<file path="src/rtl/arp_responder_and_cache_defines.svh">
// Assertion macros shared by the ARP engine RTL.
// Used by the files that check properties; depends on a clk and rst in scope.
`ifndef ARP_RESPONDER_AND_CACHE_DEFINES_SVH
`define ARP_RESPONDER_AND_CACHE_DEFINES_SVH

// Check a consequent in the same cycle as its antecedent.
`define ARPC_ASSERT_NOW(label, ante, cons, msg) \
  label: assert property (@(posedge clk) disable iff (rst) (ante) |-> (cons)) else $error(msg);

// Check a consequent in the cycle after its antecedent.
`define ARPC_ASSERT_NEXT(label, ante, cons, msg) \
  label: assert property (@(posedge clk) disable iff (rst) (ante) |=> (cons)) else $error(msg);

`endif

</file>
<file path="src/rtl/arpc_pkg.sv">
// Shared types, constants and the control store of the ARP engine.
// Used by arpc_ucode_seq, arpc_cache and arp_responder_and_cache.
package arpc_pkg;

  localparam int CACHE_ENTRIES_DEF = 64;

  localparam int MAC_W = 48;
  localparam int IP_W  = 32;
  localparam int OPER_W = 16;
  localparam int REG_IDX_W = 2;

  localparam logic [OPER_W-1:0] OPER_REQUEST = 16'h0001;

  localparam logic [REG_IDX_W-1:0] REG_OWN_MAC     = 2'd0;
  localparam logic [REG_IDX_W-1:0] REG_OWN_IP      = 2'd1;
  localparam logic [REG_IDX_W-1:0] REG_SUBNET_MASK = 2'd2;

  localparam logic CMD_HEADER = 1'b0;
  localparam logic CMD_QUERY  = 1'b1;

  typedef enum logic [1:0] {
    KIND_REPLY   = 2'd0,
    KIND_REQUEST = 2'd1,
    KIND_HIT     = 2'd2
  } kind_t;

  typedef enum logic [2:0] {
    STEP_WAIT     = 3'd0,
    STEP_SCAN     = 3'd1,
    STEP_DISPATCH = 3'd2,
    STEP_HEADER   = 3'd3,
    STEP_QUERY    = 3'd4
  } step_t;

  typedef enum logic [2:0] {
    COND_NEVER,
    COND_ALWAYS,
    COND_NO_START,
    COND_SCAN_MORE,
    COND_QUERY
  } cond_t;

  typedef struct packed {
    cond_t cond;
    step_t target;
    logic  load;
    logic  scan;
    logic  write_entry;
    logic  emit_reply;
    logic  emit_query;
  } ctrl_t;

  typedef struct packed {
    logic start;
    logic scan_more;
    logic is_query;
  } status_t;

  function automatic ctrl_t ucode(step_t step);
    ctrl_t w;
    w = '{cond: COND_ALWAYS, target: STEP_WAIT, load: 1'b0, scan: 1'b0,
          write_entry: 1'b0, emit_reply: 1'b0, emit_query: 1'b0};
    case (step)
      STEP_WAIT: begin
        w.cond   = COND_NO_START;
        w.target = STEP_WAIT;
        w.load   = 1'b1;
      end
      STEP_SCAN: begin
        w.cond   = COND_SCAN_MORE;
        w.target = STEP_SCAN;
        w.scan   = 1'b1;
      end
      STEP_DISPATCH: begin
        w.cond   = COND_QUERY;
        w.target = STEP_QUERY;
      end
      STEP_HEADER: begin
        w.cond        = COND_ALWAYS;
        w.target      = STEP_WAIT;
        w.write_entry = 1'b1;
        w.emit_reply  = 1'b1;
      end
      STEP_QUERY: begin
        w.cond       = COND_ALWAYS;
        w.target     = STEP_WAIT;
        w.emit_query = 1'b1;
      end
      default: begin
        w.cond   = COND_ALWAYS;
        w.target = STEP_WAIT;
      end
    endcase
    return w;
  endfunction

endpackage

</file>
<file path="src/rtl/arpc_ucode_seq.sv">
// Step counter and conditional jump logic of the ARP engine sequencer.
// Depends on arpc_pkg for the control store and control word types.
module arpc_ucode_seq (
  input  logic             clk,
  input  logic             rst,
  input  arpc_pkg::status_t status,
  output arpc_pkg::ctrl_t   ctrl,
  output logic             busy
);

  arpc_pkg::step_t pc;
  arpc_pkg::step_t pc_next;
  logic            take;

  always_comb begin
    ctrl = arpc_pkg::ucode(pc);
  end

  always_comb begin
    case (ctrl.cond)
      arpc_pkg::COND_NEVER:     take = 1'b0;
      arpc_pkg::COND_ALWAYS:    take = 1'b1;
      arpc_pkg::COND_NO_START:  take = !status.start;
      arpc_pkg::COND_SCAN_MORE: take = status.scan_more;
      arpc_pkg::COND_QUERY:     take = status.is_query;
      default:                  take = 1'b1;
    endcase
  end

  always_comb begin
    if (take) begin
      pc_next = ctrl.target;
    end else begin
      pc_next = arpc_pkg::step_t'(pc + 3'd1);
    end
  end

  always_ff @(posedge clk) begin
    if (rst) begin
      pc <= arpc_pkg::STEP_WAIT;
    end else begin
      pc <= pc_next;
    end
  end

  assign busy = (pc != arpc_pkg::STEP_WAIT);

endmodule

</file>
<file path="config.mk">
export PLATFORM = sky130hd
export DESIGN_NAME = arpc_ucode_seq
export DESIGN_NICKNAME = d
export VERILOG_FILES = /design/src/rtl/arp_responder_and_cache_defines.svh /design/src/rtl/arpc_pkg.sv /design/src/rtl/arpc_ucode_seq.sv
export SDC_FILE = /design/constraint.sdc
export NUM_CORES = 1
export LEC_CHECK = 0
export BUFFER_PORTS_ARGS = -buffer_cell sky130_fd_sc_hd__buf_2
export CAP_MARGIN = 15
export CELL_PAD_IN_SITES_DETAIL_PLACEMENT = 0
export CELL_PAD_IN_SITES_GLOBAL_PLACEMENT = 2
export CORE_MARGIN = 5
export CORE_UTILIZATION = 24
export CTS_CLUSTER_DIAMETER = 200
export DETAILED_ROUTE_END_ITERATION = 16
export MAX_ROUTING_LAYER = met4
export PLACE_DENSITY_LB_ADDON = 0.05
export SLEW_MARGIN = 30
export SYNTH_ARGS = -nofsm -noshare
export SYNTH_HDL_FRONTEND = slang
export SYNTH_SLANG_ARGS = --single-unit
</file>
<file path="constraint.sdc">
create_clock -name clk -period 4.2 [get_ports clk]
set_input_delay 0.84 -clock clk [delete_from_list [all_inputs] [get_ports clk]]
set_output_delay 0.84 -clock clk [all_outputs]
set_load 0.005 [all_outputs]
</file>
# Word level (Yosys, flattened, before mapping)
# Index checks and enable logic that the tools add are counted.
# Widths: inputs -> output; s select.
# word_totals
regBits	3
latch_bits	0
mem_bits_rw	0
romBits	0
inputBits	5
output_inout_bits	12
elab_cells	20
n_memories	0
# classes
n_addsub	1
mul	0
div_mod_pow	0
order_cmp	0
eq_ne	7
n_shift	0
muxes	7
bitwise	0
n_reduce_logical	4
# op_table
cell	n
$pmux 6 s3	1
$eq 3x2->1 const B	4
$eq 3x3->1 const B	2
$logic_not 3->1	2
$pmux 1 s4	1
$add 3x1->3 const B	1
$eq 3x1->1 const B	1
$mux 1	3
$mux 3	1
$reduce_bool 3->1	1
$mux 2	1
$logic_not 1->1	1

# Longest topological paths before layout
# depth
word_depth	5
depth_mapped	6
depth_no_buf	5

# Worst setup path after synthesis
# No wires, ideal clock.
# synth_path
path_type	reg-to-output
startpoint	reg pc[0]
endpoint	out ctrl[10] (netlist bit)
arrival_time_ns	1.065
required_ns	3.360
slack_ns	2.295
path_stages_with_launch	6
path_buffers	1
cell_sequence	dfxtp_1 -> inv_1 -> ha_1 -> nand2b_1 -> inv_1 -> buf_4
# synth_lines
element	line_no	rtl
start: declaration	arpc_ucode_seq.sv:11	arpc_pkg::step_t pc;
start signal: assignment	arpc_ucode_seq.sv:40	pc <= arpc_pkg::STEP_WAIT;
start signal: assignment	arpc_ucode_seq.sv:42	pc <= pc_next;
end: declaration	arpc_ucode_seq.sv:7	output arpc_pkg::ctrl_t ctrl,

==> out/results.tsv <==
stage	metric	value	unit
clocking	clock_latency	0.23	ns
logic_synthesis	synth_area	342	sq um
global_route	overflow	0	
route	drt-total-wl	835	microns
sta	layout_setup_ws	1.88	ns
placed_design	hpwl	692	microns
die	fp-row-count	13	
logic_synthesis	ys_types	25	
sta	whs	0.681	ns
finish	largest_reg_flops	3	
setup_path	crit_arrival	1.48	ns
placed_design	dpl_cell_area	402	sq um
clocking	post_cts_buffers	0	
sta	slew_violations	0	
clocking	cts_num_sinks	3	
route	drc	0	
logic_synthesis	ys_warn_count	0	
sta	min_period	2.32	ns
setup_path	reg2reg_depth	5	
route	ant_nets	0	
finish	syn_to_final_growth	25.3	%
pwr	leakage	0.223	nW
outcome	outcome	completed	
logic_synthesis	syn_inst	40	
finish	top_regs	pc (3)	
finish	diodes	0	
clocking	clockBufferDepth	2	
logic_synthesis	syn_area_per_cell	8.54	sq um
global_route	grt_max_degree	10	
finish	ff_latch_area	60.1	sq um
route	vias	318	
logic_synthesis	synth_fp_nets	50	
finish	layout_commonest_cell	buf_2	
setup_path	endpoint	ctrl[9]	
finish	layout-drive-gt1-share	0.400	
run	maxCapViolCount	0	
setup_path	r2r_setup_slack	2.58	ns
die	die-area	2280	sq um
clocking	cts_resized	0	
clocking	cts_tree	done	
logic_synthesis	synth_seq_area_share	0.176	
finish	stdcell_area	428	sq um
placed_design	place_ws	2.11	ns
sta	finalClockSkew	0.000604	ns
setup_path	cp_slowest_cell	dfxtp_1	
finish	layout_common_cells	15 x buf_2, 5 x ha_1, 4 x inv_1	
sta	rsz0062_at_grt	false	
clocking	numCtsBuffers	3	
route	firstDrtPassIters	2	
min_path	holdPathStages	3	
route	avgViaCountPerCell	4.54	
setup_path	cpMostUsedCell	nor2_1	
sta	post-route-period-util	0.553	
global_route	grt_first_pass_wirelength	1320	microns
setup_path	reg2reg_to	pc[2]$_SDFF_PP0_	
setup_path	cpPeakStageDelay	0.45	ns
placed_design	io_buffers	15	
sta	finalSetupTns	0	ns
finish	multiInputGateArea	229	sq um
pwr	max-vdd-ir-drop	0.000239	V
clocking	h-tree-depth	1	
pwr	p_per_area	778	nW/um^2
placed_design	place_congestion	0.689	
global_route	grt_usage	0.0850	
setup_path	crit_chain	inv_1, ha_1, nor2_1, nor2_1, buf_2	
die	start_util	0.259	
setup_path	cp-end-kind	output port	
logic_synthesis	synth_seq_cells	3	
sta	max_freq	0.430	GHz
finish	fillers	161	
die	fp.dieH	47.7	microns
finish	final_util	0.325	
clocking	cts_root_buf	clkbuf_4	
route	drt_iter0_markers	5	
sta	hold_violations	0	
finish	final_nets	66	
global_route	grt_pass1_vias	329	
die	ios	17	
min_path	min_path_type	reg2reg	
setup_path	critical_path_class	reg2out	
global_route	antenna_found_initial	0	
route	routedWlPerCell	11.9	microns
setup_path	regToRegStartpoint	pc[0]$_SDFF_PP0_	
setup_path	critPathLaunchType	flop	
pwr	totalPowerFinal	0.333	mW
finish	largest-register	pc	
setup_path	cp.required	3.36	ns
placed_design	placed_cells	66	
die	coreArea	1320	sq um
setup_path	critPathMaxFanout	7	
finish	final_cell_count_no_fill	70	
clocking	clkTransAtPathRegs	0.03	ns
clocking	holdBufCountCts	0	
setup_path	crit_path_start	pc[0]$_SDFF_PP0_	
die	die_w	47.7	microns
sta	setup_viol	0	
power by group:
part / internal, mW / leakage (nW) / switching (mW)
sequential: 0.0403 / 0.0246 / 0.0177
clock: 0.0355 / 0.0150 / 0.0138
combinational: 0.104 / 0.183 / 0.122
total: 0.180 / 0.223 / 0.153
Yosys cell counts:
master | count | area share
a21boi_1 | 1 | 0.022
a21oi_1 | 1 | 0.015
a221oi_1 | 1 | 0.026
a31oi_1 | 1 | 0.018
and2_1 | 1 | 0.018
buf_4 | 3 | 0.066
buf_6 | 1 | 0.033
conb_1 | 1 | 0.011
dfxtp_1 | 3 | 0.18
ha_1 | 5 | 0.18
inv_1 | 4 | 0.044
inv_2 | 1 | 0.011
nand2_1 | 2 | 0.022
nand2b_1 | 1 | 0.018
nand3_1 | 1 | 0.015
nand4_1 | 1 | 0.018
nor2_1 | 3 | 0.033
nor2b_1 | 2 | 0.037
nor3b_1 | 1 | 0.022
nor3b_2 | 1 | 0.037
o2111ai_2 | 1 | 0.044
o211ai_1 | 1 | 0.022
o21bai_1 | 1 | 0.022
o31ai_4 | 1 | 0.062
or3b_1 | 1 | 0.026
worst max-delay path: cells and delay by family, from the launching register on:
family / cells / cell delay, ns
DFF: 1 / 0.45
adders and majority gates: 1 / 0.31
buffers and inverters: 2 / 0.27
and+or+nand+nor: 2 / 0.23
kinds of logic after synthesis:
family,share of synthesized area
buf+inv,0.154
flops,0.176
fa+ha+maj,0.183
other cells,0.0110
simple gates,0.245
compound gates,0.231
worst min path at each step:
stage	start	end	slack [ns]
after global placement	pc[1]$_SDFF_PP0_	pc[1]$_SDFF_PP0_	0.68
after floorplan	pc[2]$_SDFF_PP0_	pc[1]$_SDFF_PP0_	0.63
after global routing	pc[1]$_SDFF_PP0_	pc[1]$_SDFF_PP0_	0.74
after CTS	pc[1]$_SDFF_PP0_	pc[1]$_SDFF_PP0_	0.69
final	pc[1]$_SDFF_PP0_	pc[1]$_SDFF_PP0_	0.68
after detailed placement	pc[1]$_SDFF_PP0_	pc[1]$_SDFF_PP0_	0.68
layer usage:
layer	share of wire	vias up	wire, microns	GRT usage
met5	0	-	0	-
met4	0	0	0	0.0645
met3	0.063	0	53	0.0113
met2	0.49	8	413	0.127
met1	0.44	147	368	0.102
li1	-	163	-	-
cell type report:
class,count,share of cell area
Clock buffer,4,0.0614
Tap cell,15,0.0439
Multi-Input combinational cell,28,0.535
Timing Repair Buffer,15,0.175
Inverter,5,0.0439
Sequential cell,3,0.140
Note: power is estimated with default switching activity, not from simulation.
